File: config.mk
export PLATFORM = sky130hd
export DESIGN_NAME = telemetry_frame_builder_dual_sum_top_flat
export DESIGN_NICKNAME = d
export VERILOG_FILES = /design/src/tfb_pkg.sv /design/src/tfb_ifs.sv /design/src/tfb_seq.sv /design/src/tfb_oreg.sv /design/src/telemetry_frame_builder_dual_sum_top.sv /design/src/flat_wrapper.sv
export VERILOG_INCLUDE_DIRS = /design/src /design/src/src
export SDC_FILE = /design/constraint.sdc
export NUM_CORES = 1
export LEC_CHECK = 0
export CAP_MARGIN = 25
export CORE_UTILIZATION = 65
export CTS_CLUSTER_DIAMETER = 60
export DETAILED_ROUTE_END_ITERATION = 16
export DONT_BUFFER_PORTS = 1
export PLACE_DENSITY_LB_ADDON = 0.12
export RECOVER_POWER = 50
export SYNTH_ARGS = -nofsm -noshare
export SYNTH_HDL_FRONTEND = slang
export SYNTH_SLANG_ARGS = --single-unit
File: constraint.sdc
create_clock -name clk -period 7.1 [get_ports clk]
set_input_delay 0.355 -clock clk [delete_from_list [all_inputs] [get_ports clk]]
set_output_delay 0.355 -clock clk [all_outputs]
set_load 0.02 [all_outputs]
File: src/telemetry_frame_builder_dual_sum_top_macros.svh
// Assertion macros for the telemetry frame builder.
// Used by modules that include this header; they need clk and rst_n in scope.
`ifndef TELEMETRY_FRAME_BUILDER_DUAL_SUM_TOP_MACROS_SVH
`define TELEMETRY_FRAME_BUILDER_DUAL_SUM_TOP_MACROS_SVH
`ifndef SYNTH
`define TFB_ASSERT_IMP(lbl, ante, cons, msg) \
lbl: assert property (@(posedge clk) disable iff (!rst_n) (ante) |-> (cons)) else $error(msg);
`define TFB_ASSERT_NXT(lbl, ante, cons, msg) \
lbl: assert property (@(posedge clk) disable iff (!rst_n) (ante) |=> (cons)) else $error(msg);
`else
`define TFB_ASSERT_IMP(lbl, ante, cons, msg)
`define TFB_ASSERT_NXT(lbl, ante, cons, msg)
`endif
`endif

File: src/tfb_pkg.sv
// Shared types and constants for the telemetry frame builder.
// No dependencies; imported by tfb_seq, tfb_oreg and the top module.
package tfb_pkg;

    localparam logic [7:0] SYNC_BYTE  = 8'hAA;
    localparam logic [7:0] ADDR_RESET = 8'hFF;

    localparam int SLOT_W = 3;

    // Result slots of a start request
    localparam logic [SLOT_W-1:0] SLOT_SYNC = 3'd0;
    localparam logic [SLOT_W-1:0] SLOT_ADDR = 3'd1;
    localparam logic [SLOT_W-1:0] SLOT_ID   = 3'd2;
    localparam logic [SLOT_W-1:0] SLOT_LEN  = 3'd3;
    localparam logic [SLOT_W-1:0] SLOT_CHK1 = 3'd4;
    localparam logic [SLOT_W-1:0] SLOT_CHK2 = 3'd5;

    // Result slots of a payload request
    localparam logic [SLOT_W-1:0] SLOT_DATA  = 3'd0;
    localparam logic [SLOT_W-1:0] SLOT_PCHK1 = 3'd1;
    localparam logic [SLOT_W-1:0] SLOT_PCHK2 = 3'd2;

    typedef enum logic
    {
        REQ_START = 1'b0,
        REQ_DATA  = 1'b1
    } req_kind_t;

    typedef struct packed
    {
        logic [7:0] out_byte;
        logic       frame_end;
        logic       run_last;
        logic       stray_error;
    } res_t;

endpackage

File: src/tfb_ifs.sv
// Channel interfaces for the telemetry frame builder: request, result, config.
// Depends on nothing.
interface tfb_req_if;
    logic       valid;
    logic       ready;
    logic       req_type;
    logic [7:0] frame_id;
    logic [7:0] frame_len;
    logic [7:0] data_byte;
    modport source (output valid, req_type, frame_id, frame_len, data_byte, input ready);
    modport sink   (input valid, req_type, frame_id, frame_len, data_byte, output ready);
endinterface

interface tfb_res_if;
    logic       valid;
    logic       ready;
    logic [7:0] out_byte;
    logic       frame_end;
    logic       run_last;
    logic       stray_error;
    modport source (output valid, out_byte, frame_end, run_last, stray_error, input ready);
    modport sink   (input valid, out_byte, frame_end, run_last, stray_error, output ready);
endinterface

interface tfb_cfg_if;
    logic       valid;
    logic       ready;
    logic [7:0] data;
    modport source (output valid, data, input ready);
    modport sink   (input valid, data, output ready);
endinterface

File: src/tfb_seq.sv
// Request register and slot sequencer: emits one frame byte per cycle while emit_ready is high.
// Depends on tfb_pkg, tfb_ifs and the assertion macro header.
`include "telemetry_frame_builder_dual_sum_top_macros.svh"

module tfb_seq
    import tfb_pkg::*;
(
    input  logic        clk,
    input  logic        rst_n,
    tfb_req_if.sink     req,
    tfb_cfg_if.sink     cfg,
    input  logic        emit_ready,
    output logic        emit_valid,
    output res_t        emit_res
);

    logic                cur_valid_reg;
    req_kind_t           cur_kind_reg;
    logic [7:0]          cur_id_reg;
    logic [7:0]          cur_len_reg;
    logic [7:0]          cur_data_reg;
    logic [SLOT_W-1:0]   slot_reg;
    logic [SLOT_W-1:0]   slot_next;
    logic [7:0]          source_address_reg;
    logic                frame_open_reg;
    logic [7:0]          bytes_remaining_reg;
    logic [7:0]          running_sum_reg;
    logic [7:0]          sum_of_sums_reg;

    logic       is_start;
    logic       stray;
    logic       chk1;
    logic       chk2;
    logic       counts;
    logic       last;
    logic       fire;
    logic [7:0] byte_val;
    logic [7:0] rs_base;
    logic [7:0] ss_base;
    logic [7:0] rs_sum;
    logic [7:0] ss_sum;

    // Decode the current slot
    always_comb
    begin
        is_start = (cur_kind_reg == REQ_START);
        stray    = !is_start && !frame_open_reg;
        chk1     = is_start ? (slot_reg == SLOT_CHK1) : (!stray && slot_reg == SLOT_PCHK1);
        chk2     = is_start ? (slot_reg == SLOT_CHK2) : (!stray && slot_reg == SLOT_PCHK2);
        counts   = !chk1 && !chk2 && !stray;

        byte_val = 8'h00;
        if (is_start)
        begin
            case (slot_reg)
                SLOT_SYNC: byte_val = SYNC_BYTE;
                SLOT_ADDR: byte_val = source_address_reg;
                SLOT_ID:   byte_val = cur_id_reg;
                SLOT_LEN:  byte_val = cur_len_reg;
                SLOT_CHK1: byte_val = running_sum_reg;
                SLOT_CHK2: byte_val = sum_of_sums_reg;
                default:   byte_val = 8'h00;
            endcase
        end
        else if (!stray)
        begin
            case (slot_reg)
                SLOT_DATA:  byte_val = cur_data_reg;
                SLOT_PCHK1: byte_val = running_sum_reg;
                SLOT_PCHK2: byte_val = sum_of_sums_reg;
                default:    byte_val = 8'h00;
            endcase
        end

        last = stray || chk2
            || (is_start && slot_reg == SLOT_LEN && cur_len_reg != 8'd0)
            || (!is_start && slot_reg == SLOT_DATA && bytes_remaining_reg != 8'd1);

        // Sums restart on the sync byte of a new frame
        rs_base = (is_start && slot_reg == SLOT_SYNC) ? 8'd0 : running_sum_reg;
        ss_base = (is_start && slot_reg == SLOT_SYNC) ? 8'd0 : sum_of_sums_reg;
        rs_sum  = rs_base + byte_val;
        ss_sum  = ss_base + rs_sum;

        fire      = cur_valid_reg && emit_ready;
        slot_next = last ? SLOT_SYNC : slot_reg + 3'd1;
    end

    assign emit_valid           = cur_valid_reg;
    assign emit_res.out_byte    = byte_val;
    assign emit_res.frame_end   = chk2;
    assign emit_res.run_last    = last;
    assign emit_res.stray_error = stray;

    assign req.ready = !cur_valid_reg || (fire && last);
    assign cfg.ready = 1'b1;

    // Hold the current request and advance its slot
    always_ff @(posedge clk or negedge rst_n)
    begin
        if (!rst_n)
        begin
            cur_valid_reg <= 1'b0;
            slot_reg      <= SLOT_SYNC;
        end
        else
        begin
            if (req.valid && req.ready)
            begin
                cur_valid_reg <= 1'b1;
                slot_reg      <= SLOT_SYNC;
            end
            else if (fire)
            begin
                cur_valid_reg <= !last;
                slot_reg      <= slot_next;
            end
        end
    end

    // Capture request payload
    always_ff @(posedge clk)
    begin
        if (req.valid && req.ready)
        begin
            cur_kind_reg <= req_kind_t'(req.req_type);
            cur_id_reg   <= req.frame_id;
            cur_len_reg  <= req.frame_len;
            cur_data_reg <= req.data_byte;
        end
    end

    // Source address register
    always_ff @(posedge clk or negedge rst_n)
    begin
        if (!rst_n)
        begin
            source_address_reg <= ADDR_RESET;
        end
        else if (cfg.valid && cfg.ready)
        begin
            source_address_reg <= cfg.data;
        end
    end

    // Frame state and running sums
    always_ff @(posedge clk or negedge rst_n)
    begin
        if (!rst_n)
        begin
            frame_open_reg      <= 1'b0;
            bytes_remaining_reg <= 8'd0;
            running_sum_reg     <= 8'd0;
            sum_of_sums_reg     <= 8'd0;
        end
        else if (fire)
        begin
            if (counts)
            begin
                running_sum_reg <= rs_sum;
                sum_of_sums_reg <= ss_sum;
            end
            if (is_start && slot_reg == SLOT_LEN)
            begin
                bytes_remaining_reg <= cur_len_reg;
                frame_open_reg      <= 1'b1;
            end
            if (!is_start && counts)
            begin
                bytes_remaining_reg <= bytes_remaining_reg - 8'd1;
            end
            if (chk2)
            begin
                frame_open_reg <= 1'b0;
            end
        end
    end

    `TFB_ASSERT_IMP(a_slot_range, cur_valid_reg, slot_reg <= SLOT_CHK2, "slot out of range")
    `TFB_ASSERT_IMP(a_stray_last, fire && stray, last && !chk2, "stray request not single")
    `TFB_ASSERT_NXT(a_close_frame, fire && chk2, !frame_open_reg, "frame still open after checks")

endmodule

File: src/tfb_oreg.sv
// Result register between the sequencer and the result channel.
// Depends on tfb_pkg and tfb_ifs.
module tfb_oreg
    import tfb_pkg::*;
(
    input  logic        clk,
    input  logic        rst_n,
    input  logic        in_valid,
    output logic        in_ready,
    input  res_t        in_res,
    tfb_res_if.source   res
);

    logic valid_reg;
    res_t res_reg;

    assign in_ready = !valid_reg || res.ready;

    // Advance the valid flag
    always_ff @(posedge clk or negedge rst_n)
    begin
        if (!rst_n)
        begin
            valid_reg <= 1'b0;
        end
        else if (in_ready)
        begin
            valid_reg <= in_valid;
        end
    end

    // Load result payload
    always_ff @(posedge clk)
    begin
        if (in_ready && in_valid)
        begin
            res_reg <= in_res;
        end
    end

    assign res.valid       = valid_reg;
    assign res.out_byte    = res_reg.out_byte;
    assign res.frame_end   = res_reg.frame_end;
    assign res.run_last    = res_reg.run_last;
    assign res.stray_error = res_reg.stray_error;

endmodule

File: src/telemetry_frame_builder_dual_sum_top.sv
// Telemetry frame builder: one frame byte per cycle from the slot sequencer when results do not stall.
// A request is held in the request register; its bytes go out through the result register.
// A payload request emits its data byte, plus both check bytes when it closes the frame;
// a start request emits sync, address, ID and length, plus both check bytes for an empty frame.
// Reset: rst_n async active low; clears frame state, sums and valids, address to 0xFF.
module telemetry_frame_builder_dual_sum_top
    import tfb_pkg::*;
(
    input  logic        clk,
    input  logic        rst_n,
    tfb_req_if.sink     req,
    tfb_cfg_if.sink     cfg,
    tfb_res_if.source   res
);

    logic emit_valid;
    logic emit_ready;
    res_t emit_res;

    // Sequence request bytes
    tfb_seq u_seq
    (
        .clk        (clk),
        .rst_n      (rst_n),
        .req        (req),
        .cfg        (cfg),
        .emit_ready (emit_ready),
        .emit_valid (emit_valid),
        .emit_res   (emit_res)
    );

    // Register results
    tfb_oreg u_oreg
    (
        .clk      (clk),
        .rst_n    (rst_n),
        .in_valid (emit_valid),
        .in_ready (emit_ready),
        .in_res   (emit_res),
        .res      (res)
    );

endmodule
File: src/flat_wrapper.sv
// flat-port wrapper written by rule: the top's interface ports become plain ports
module telemetry_frame_builder_dual_sum_top_flat import tfb_pkg::*;
  (clk, rst_n, req_valid, req_req_type, req_frame_id, req_frame_len, req_data_byte, req_ready, cfg_valid, cfg_data, cfg_ready, res_valid, res_out_byte, res_frame_end, res_run_last, res_stray_error, res_ready);
  tfb_req_if req_i ();
  tfb_cfg_if cfg_i ();
  tfb_res_if res_i ();
  input  logic clk;
  input  logic rst_n;
  input wire logic [$bits(req_i.valid)-1:0] req_valid;
  input wire logic [$bits(req_i.req_type)-1:0] req_req_type;
  input wire logic [$bits(req_i.frame_id)-1:0] req_frame_id;
  input wire logic [$bits(req_i.frame_len)-1:0] req_frame_len;
  input wire logic [$bits(req_i.data_byte)-1:0] req_data_byte;
  output wire logic [$bits(req_i.ready)-1:0] req_ready;
  input wire logic [$bits(cfg_i.valid)-1:0] cfg_valid;
  input wire logic [$bits(cfg_i.data)-1:0] cfg_data;
  output wire logic [$bits(cfg_i.ready)-1:0] cfg_ready;
  output wire logic [$bits(res_i.valid)-1:0] res_valid;
  output wire logic [$bits(res_i.out_byte)-1:0] res_out_byte;
  output wire logic [$bits(res_i.frame_end)-1:0] res_frame_end;
  output wire logic [$bits(res_i.run_last)-1:0] res_run_last;
  output wire logic [$bits(res_i.stray_error)-1:0] res_stray_error;
  input wire logic [$bits(res_i.ready)-1:0] res_ready;
  assign req_i.valid = req_valid;
  assign req_i.req_type = req_req_type;
  assign req_i.frame_id = req_frame_id;
  assign req_i.frame_len = req_frame_len;
  assign req_i.data_byte = req_data_byte;
  assign req_ready = req_i.ready;
  assign cfg_i.valid = cfg_valid;
  assign cfg_i.data = cfg_data;
  assign cfg_ready = cfg_i.ready;
  assign res_valid = res_i.valid;
  assign res_out_byte = res_i.out_byte;
  assign res_frame_end = res_i.frame_end;
  assign res_run_last = res_i.run_last;
  assign res_stray_error = res_i.stray_error;
  assign res_i.ready = res_ready;
  telemetry_frame_builder_dual_sum_top u_core (.clk(clk), .rst_n(rst_n), .req(req_i), .cfg(cfg_i), .res(res_i));
endmodule
# After elaboration in Yosys (flattened, before gate mapping)
# Cells that the tools add are included.
# totals
ff_bits	74
out_inout_bits	14
inputBits	38
elab_cells	78
# op_classes
mux	17
eq_ne	6
bitwise	1
add_sub_neg	4
reduce_logical	34
# op_table
cell	count
$mux 8	6
$pmux 8 s6	1
$pmux 8 s3	1
$add 8x8->8	2
$logic_and 1x1->1	14
$mux 3	3
$ne 8x1->1 const B	1
$reduce_bool 8->1	1
$sub 8x1->8 const B	1
$logic_not 1->1	7
$eq 3x2->1 const B	2
$eq 3x3->1 const B	2
$mux 1	6
$reduce_and 2->1	3
$reduce_bool 2->1	3
$logic_or 1x1->1	5
$add 3x1->3 const B	1
$eq 3x1->1 const B	1
$logic_not 3->1	1
$not 1->1	1

# Logic depth before layout (Yosys ltp)
# Gate-level depths: netlist of run 1.
# depth
word_depth	12
depth_mapped	20
depth_no_buf	19

# Hierarchy
# Synthesis of run 1 repeated with hierarchy kept, for this count alone.
# unflattened
hier_cells	368
hier_area_um2	4132.7
# modules_own_cells
mod	seq_area_each_um2	area_per_inst_um2	n_inst	cells_each
tfb_seq	1686.6	3748.6	1	353
tfb_oreg	355.3	384.1	1	15

# Worst setup path before layout of run 1
# No wires, ideal clock.
# synth_path
path_type	register -> register
startpoint	register u_core.u_seq.slot_reg[1]
endpoint	register u_core.u_seq.sum_of_sums_reg[7]
setup_time_ns	0.133
synth_period_minus_slack_ns	3.983
required_ns	6.967
setup_slack_ns	3.117
arrival_ns	3.850
path_stages_with_launch	19
n_path_buf	1
path_cell_list	dfrtp_1 > inv_1 > ha_1 > nor3b_1 > clkbuf_1 > nor2b_1 > ha_1 > fa_1 > a21o_1 > a21oi_1 > o21bai_1 > a21oi_1 > xnor2_1 > ha_1 > nor3_1 > o211ai_1 > and4_1 > mux2i_1 > o211ai_1
# synth_via
word_cells_on_any_way	24
classes_between	add/sub (2); eq/ne (5); mux (8); reduce/logical (9)
# synth_lines
item	line	source
start: declaration	tfb_seq.sv:22	logic [SLOT_W-1:0] slot_reg;
start signal: assignment	tfb_seq.sv:116	slot_reg <= slot_next;
$eq 3x2->1, or another cell as far along	tfb_seq.sv:55, tfb_seq.sv:67	
$pmux 8 s3	tfb_seq.sv:67	case (slot_reg)
$mux 8	tfb_seq.sv:65	else if (!stray)
$mux 8	tfb_seq.sv:53	if (is_start)
$add 8x8->8 *	tfb_seq.sv:82	rs_sum = rs_base + byte_val;
net u_core.u_seq.rs_sum[6]	tfb_seq.sv:40	logic [7:0] rs_sum;
$add 8x8->8 *	tfb_seq.sv:83	ss_sum = ss_base + rs_sum;
end signal: assignment	tfb_seq.sv:161	sum_of_sums_reg <= ss_sum;
end: declaration	tfb_seq.sv:28	logic [7:0] sum_of_sums_reg;
# The timed path passes the listed nets; every way through them passes the cells marked *.
# A chain may end at the register's enable or synchronous reset.

==> results of run 1 <==
critical path, stage by stage, from the launching register on:
cell	delay, ns
dfrtp_1	0.44
inv_1	0.09
ha_1	0.48
and2_1	0.39
a32o_1	0.24
a221oi_1	0.20
o22ai_1	0.17
ha_1	0.27
fa_1	0.44
a21o_1	0.17
a21oi_1	0.24
o21bai_1	0.09
a21oi_1	0.18
xnor2_1	0.12
ha_1	0.24
nor3_1	0.20
o211ai_1	0.14
and4_1	0.22
mux2i_1	0.12
o211ai_1	0.10
per-stage QoR:
step | hold slack (ns) | instance area [µm²] | total power, µW | util, % | setup WS [ns]
final | 0.103 | 4300 | 1990 | 72.1 | 2.44
after global routing | 0.0834 | 4300 | 2120 | 72.1 | 2.04
after CTS | 0.0918 | 4290 | 1970 | 72.0 | 2.49
after detailed placement | 0.0602 | 4060 | 1640 | 68.2 | 2.49
after global placement | 0.0602 | 4060 | 1600 | 68.2 | 2.66
after floorplan | 0.0594 | 4050 | 1430 | - | 3.12
kinds of logic (layout without fill, tap and decap cells):
family                   Yosys count  in the layout
AO/OA/AOI/OAI                    105            105
other                              1              1
XOR/XNOR                          11             11
AND/OR/NAND/NOR                   87             87
buffers and inverters             26             29
multiplexers                      23             23
flip-flops                        74             74
adder cells (fa/ha/maj)           23             23
how the worst max path moves through the flow:
stage,slack [ns],to,start,cells past startpoint
3_3_place_gp,2.66,u_core.u_seq.sum_of_sums_reg[7],u_core.u_seq.slot_reg[2],18
4_1_cts,2.49,u_core.u_seq.sum_of_sums_reg[7],u_core.u_seq.slot_reg[1],19
3_5_place_dp,2.49,u_core.u_seq.sum_of_sums_reg[7],u_core.u_seq.slot_reg[1],19
6_report,2.44,u_core.u_seq.sum_of_sums_reg[7],u_core.u_seq.slot_reg[1],19
2_1_floorplan,3.12,u_core.u_seq.sum_of_sums_reg[7],u_core.u_seq.slot_reg[1],18
5_1_grt,2.04,u_core.u_seq.sum_of_sums_reg[7],u_core.u_seq.slot_reg[2],18
where the power goes:
part	switching (µW)	internal, µW	total [µW]
clock	158	163	320
combinational	520	429	948
sequential	139	580	719
final cells by class:
type	instances	area [µm²]	area share, %
well taps	75	93.8	2.18
multi-input cells	250	1880	43.9
repair buffers	4	48.8	1.14
inverters	9	33.8	0.786
clock buffers	10	128	2.97
flip-flops and latches	74	2040	47.5
clock inverters	6	66.3	1.54
placed cells by master, fill, tap and decap left out, types with 4 or more instances in the layout:
cell / n
clkbuf_8: 9
a22oi_1: 5
xnor2_1: 9
a32o_1: 4
inv_1: 9
o21ai_0: 23
nor3_1: 5
o22ai_1: 5
nand2_1: 25
a21o_1: 5
a222oi_1: 10
nand3_1: 4
dfstp_1: 5
nor2b_1: 15
a211oi_1: 4
mux2_2: 22
edfxtp_1: 36
ha_1: 21
o211ai_1: 4
a21oi_1: 15
a221oi_1: 8
a22o_1: 5
nand2b_1: 8
dfrtp_1: 30
nor2_1: 15
routing by layer:
| metal | share of wire, % | GRT usage, % | wire (µm) | up-vias |
|---|---|---|---|---|
| li1 | - | - | - | 1332 |
| met4 | 1.6 | 9.11 | 151 | 0 |
| met3 | 7.2 | 7.64 | 670 | 17 |
| met2 | 45 | 44.8 | 4210 | 143 |
| met1 | 46 | 43.3 | 4220 | 1405 |
| met5 | 0 | 0 | 0 | - |
==> impl_metrics.ini, run 1 <==
[outcome]
status = complete, but fails checks
violations = max-capacitance violations, max-slew violations

[detailed_routing]
via_per_inst = 6.77
drt_iter0_drc = 294
drc = 0
dr_total_vias = 2897
firstDrtPassIters = 9
wl_um = 9250
drtAntennaViolNets = 0
wl_per_cell_um = 21.6

[worst_setup_path]
reg2reg_from = u_core.u_seq.slot_reg[1]
endpoint_kind = flip-flop
r2r_cells = 19
cp_max_fo = 22
crit_arrival_ns = 4.89
critical_path.startpoint_type = flip-flop
crit_type = flip-flop to flip-flop
cp.required_ns = 7.33
regToRegSetupSlack_ns = 2.44
reg2reg_to = u_core.u_seq.sum_of_sums_reg[7]

[global_routing]
grt_pass1_vias = 2750
track_usage_pct = 30.1
antenna_found_initial = 0
grt-ovfl-total = 0
grt_start_max_net_pins = 39
grt_first_pass_wirelength_um = 14400

[final_layout]
fin_nets = 409
fin_cells = 428
num-fill-cells = 409
synthToLayoutAreaGrowth_pct = 6.18
diodes = 0
drive_above_1_share_pct = 13.0

[clocking]
htreeDepth = 3
cts_buffers = 9
cts_setup_buffers = 0
hold_buffers = 2
post_cts_resized = 0
clk_latency_ns = 0.35
clock-sinks = 74
cts_tree = built
clockRootBuffer = clkbuf_8
clk_pin_slew_worst_paths_ns = 0.08
cts.path.max_buffers = 2

[synth]
syn_inst = 350
synth-simple-area-share_pct = 11.3
ys_types = 56
ys_ff_latch = 74
avgSynthCellArea_um2 = 11.6
syn-num-nets = 411
synth_common_cells = edfxtp_1 (36), dfrtp_1 (30), nand2_1 (25)
synth.largest_area_cell = edfxtp_1
yosys-top-cells-area = edfxtp_1 (27%), dfrtp_1 (19%), ha_1 (6.5%)
synthFlopType = edfxtp_1
synth_top_family_by_area = compound AO/OA/AOI/OAI gates
postSynth.asyncResetShare_pct = 51.4
synthMostInstantiatedCell = edfxtp_1
yosysSeqAreaShare_pct = 50.5
syn-cell-area_um2 = 4050
synth-xor-area-share_pct = 2.75
synth_compound_area_share_pct = 18.6
synth-edff-count = 36
synth_fa_ha_area_share_pct = 7.48
synthMuxAreaShare_pct = 6.37
yosysTopAreaCellShare_pct = 26.7
yosysWarnings = 0

[timing]
tns_ns = 0
period_needed_ns = 4.66
slew_viol_final = 39
relSlewSlack_pct = -44.4
rsz0062_at_grt = false
max_freq_mhz = 215
setup_viol = 0
hold_violations = 0
clock_skew_ns = 0.00912
worst_pin_slew_ns = 2.17
min_period_over_period_pct = 65.6

[power_and_ir_drop]
p_leak_uw = 0.00170
power_density_nw_per_um2 = 463
vdd_ir_drop_max_mv = 0.321

[floorplan]
start_util_pct = 67.9
num_io_pins = 52
core_area_um2 = 5960
die_w_um = 80.9
die-height_um = 80.9
dieArea_um2 = 6540
fp-row-count = 28

[hold_path]
hold-path-cell-count = 0
min_to = u_core.u_seq.cur_id_reg[4]
worstHoldPathType = primary input to flip-flop
worst_hold_startpoint = req_frame_id[4]

[placed_design]
hpwl_um = 6570
placed_cells = 409
numPortBuffers = 0
place_congestion = 0.917

[run]
maxCapViolations = 1
(Power assumes the default switching activity.)
==> run 2: changes to the inputs <==
--- a/config.mk
+++ b/config.mk
@@ -7,7 +7,7 @@
 export NUM_CORES = 1
 export LEC_CHECK = 0
 export CAP_MARGIN = 25
-export CORE_UTILIZATION = 65
+export CORE_UTILIZATION = 57
 export CTS_CLUSTER_DIAMETER = 60
 export DETAILED_ROUTE_END_ITERATION = 16
 export DONT_BUFFER_PORTS = 1
==> constraint.sdc (replaced) <==
create_clock -name clk -period 3.88 [get_ports clk]
set_input_delay 0.194 -clock clk [delete_from_list [all_inputs] [get_ports clk]]
set_output_delay 0.194 -clock clk [all_outputs]
set_load 0.02 [all_outputs]
==> run 2 against run 1 <==
  * The flow still finishes with violations (max-capacitance violations, max-slew violations)
  * Register-to-register slack worse by 2.4 ns
  * Combinational power is 140% higher
  * Die area is 14% higher
  * Hold slack worse by 0.040 ns
  * First-iteration DRC count is 38% higher
  * Via count is 15% higher
  * Design area is 21% higher
==> impl_metrics.ini, run 2 (synthesis gave the netlist of run 1 again) <==
[final_layout]
drive_above_1_share_pct = 27.3
num-fill-cells = 425
fin_nets = 484
mostFrequentLayoutCells = dlygate4sd3_1 (43), edfxtp_1 (36), buf_4 (30)
multi_input_area_um2 = 2080
diodes = 0
regArea_um2 = 2040
synthToLayoutAreaGrowth_pct = 28.2
fin_area_um2 = 5190
final_common_cell = dlygate4sd3_1

[hold_path]
worst_hold_startpoint = res_ready
worstHoldPathType = primary input to flip-flop
hold-path-cell-count = 2
min_to = u_core.u_oreg.res.valid

[floorplan]
die-height_um = 86.3
die_w_um = 86.3
start_util_pct = 59.2
core_area_um2 = 6830
fp-row-count = 30
dieArea_um2 = 7440
num_io_pins = 52

[clocking]
clock-sinks = 74
cts_buffers = 9
cts_tree = built
clk_latency_ns = 0.36
htreeDepth = 3
clk_pin_slew_worst_paths_ns = 0.09
cts.path.max_buffers = 2
clockRootBuffer = clkbuf_8

[detailed_routing]
wl_per_cell_um = 20.9
dr_total_vias = 3334
firstDrtPassIters = 9
via_per_inst = 6.36
drc = 0
drt_iter0_drc = 407
wl_um = 11000
drtAntennaViolNets = 0

[global_routing]
grt-busiest-layer = met2
grt_use_met2_pct = 48.5
grt_first_pass_wirelength_um = 16100
use_met1_pct = 36.9
grt-ovfl-total = 0
antenna_found_initial = 0
grt_pass1_vias = 3215
grt_start_max_net_pins = 39
use_met3_pct = 6.00
track_usage_pct = 29.3

[placed_design]
hpwl_um = 6650
placed_cell_area_um2 = 4330
numPortBuffers = 0
place_congestion = 0.860

[worst_setup_path]
cp.required_ns = 4.10
reg2reg_from = u_core.u_seq.slot_reg[0]
crit_type = flip-flop to flip-flop
r2r_cells = 19
regToRegSetupSlack_ns = 0.02
cp_max_fo = 4
critical_path.startpoint_type = flip-flop
endpoint_kind = flip-flop
crit_arrival_ns = 4.08
reg2reg_to = u_core.u_seq.sum_of_sums_reg[7]

[timing]
setup_viol = 0
slew_viol_final = 39
hold_violations = 0
period_needed_ns = 3.86
whs_ns = 0.0630
clock_skew_ns = 0.0226
max_freq_mhz = 259
rsz0062_at_grt = true
tns_ns = 0
relSlewSlack_pct = -49.2
worst_pin_slew_ns = 2.24
min_period_over_period_pct = 99.6

[outcome]
status = complete, but fails checks
violations = max-capacitance violations, max-slew violations

[run]
maxCapViolations = 1

[power_and_ir_drop]
p_leak_uw = 0.00208
vdd_ir_drop_max_mv = 0.556
p_total_uw = 4150
power_density_nw_per_um2 = 799
## run 2: cell count changes in the layout (fill, tap and decap cells not counted), moves of 4 or more
cell,delta
buf_4,+29
buf_6,+4
dlygate4sd3_1,+42
ha_1,-9
ha_4,+7
inv_6,+4
nor2_1,-4
nor2_2,+4
o21ai_0,-5
## run 2: final cells by class
class                   instances  share of cell area [%]
clock buffers                   9                    2.39
inverters                       9                   0.651
repair buffers                 79                    14.1
flip-flops and latches         74                    39.4
well taps                      96                    2.31
multi-input cells             250                    40.1
clock inverters                 7                    1.09
## run 2: per-layer routing
metal | routed length, µm | part of all wire [%]
met4 | 440 | 4.0
met1 | 4270 | 39
met5 | 0 | 0
met3 | 714 | 6.5
met2 | 5540 | 51
## run 2: worst max path at each step
stage	depth (start not counted)	to	start
2_1_floorplan	20	u_core.u_seq.sum_of_sums_reg[7]	u_core.u_seq.slot_reg[1]
3_3_place_gp	18	u_core.u_seq.sum_of_sums_reg[7]	u_core.u_seq.slot_reg[0]
3_5_place_dp	19	u_core.u_seq.sum_of_sums_reg[7]	u_core.u_seq.slot_reg[1]
4_1_cts	18	u_core.u_seq.sum_of_sums_reg[7]	u_core.u_seq.slot_reg[0]
5_1_grt	19	u_core.u_seq.sum_of_sums_reg[7]	u_core.u_seq.slot_reg[1]
6_report	19	u_core.u_seq.sum_of_sums_reg[7]	u_core.u_seq.slot_reg[0]
## run 2: critical path, cell delays in order, from the launching register on
cell      delay (ns)
dfrtp_2         0.47
buf_6           0.14
ha_4            0.15
ha_4            0.17
a22oi_2         0.11
o21ai_1         0.09
a222oi_1        0.36
inv_1           0.19
fa_2            0.41
a21o_1          0.20
a21oi_2         0.15
o21bai_1        0.10
a21oi_1         0.17
xnor2_1         0.16
ha_2            0.32
nor2_2          0.09
nor2_2          0.05
and4_1          0.19
mux2i_1         0.12
o211ai_1        0.10
## run 2: stage by stage
| stage | utilization [%] | cells | setup WS, ns |
|---|---|---|---|
| 6_report | 76.0 | 524 | 0.0152 |
| 5_1_grt | 76.0 | 524 | -0.200 |
| 4_1_cts | 73.2 | 521 | 0.00254 |
| 3_5_place_dp | 63.3 | 458 | -0.126 |
| 3_3_place_gp | 62.9 | 457 | 0.0121 |
| 2_1_floorplan | - | 350 | 0.0101 |
## run 2: what timing repair did
action                                  4_1_cts  5_1_grt
endpoints found under the setup margin        3        3
endpoints found under the hold margin        72        0
hold buffers                                 44        0
gates resized for setup                       6       41
buffers inserted                              3        3
pin swaps                                     3       27
cloned                                        0        0
## run 2: where the power goes
part	leakage (µW)	switching (µW)	internal [µW]
sequential	0.000794	244	1060
clock	0.0000914	321	242
combinational	0.00119	1120	1150
total	0.00208	1690	2460
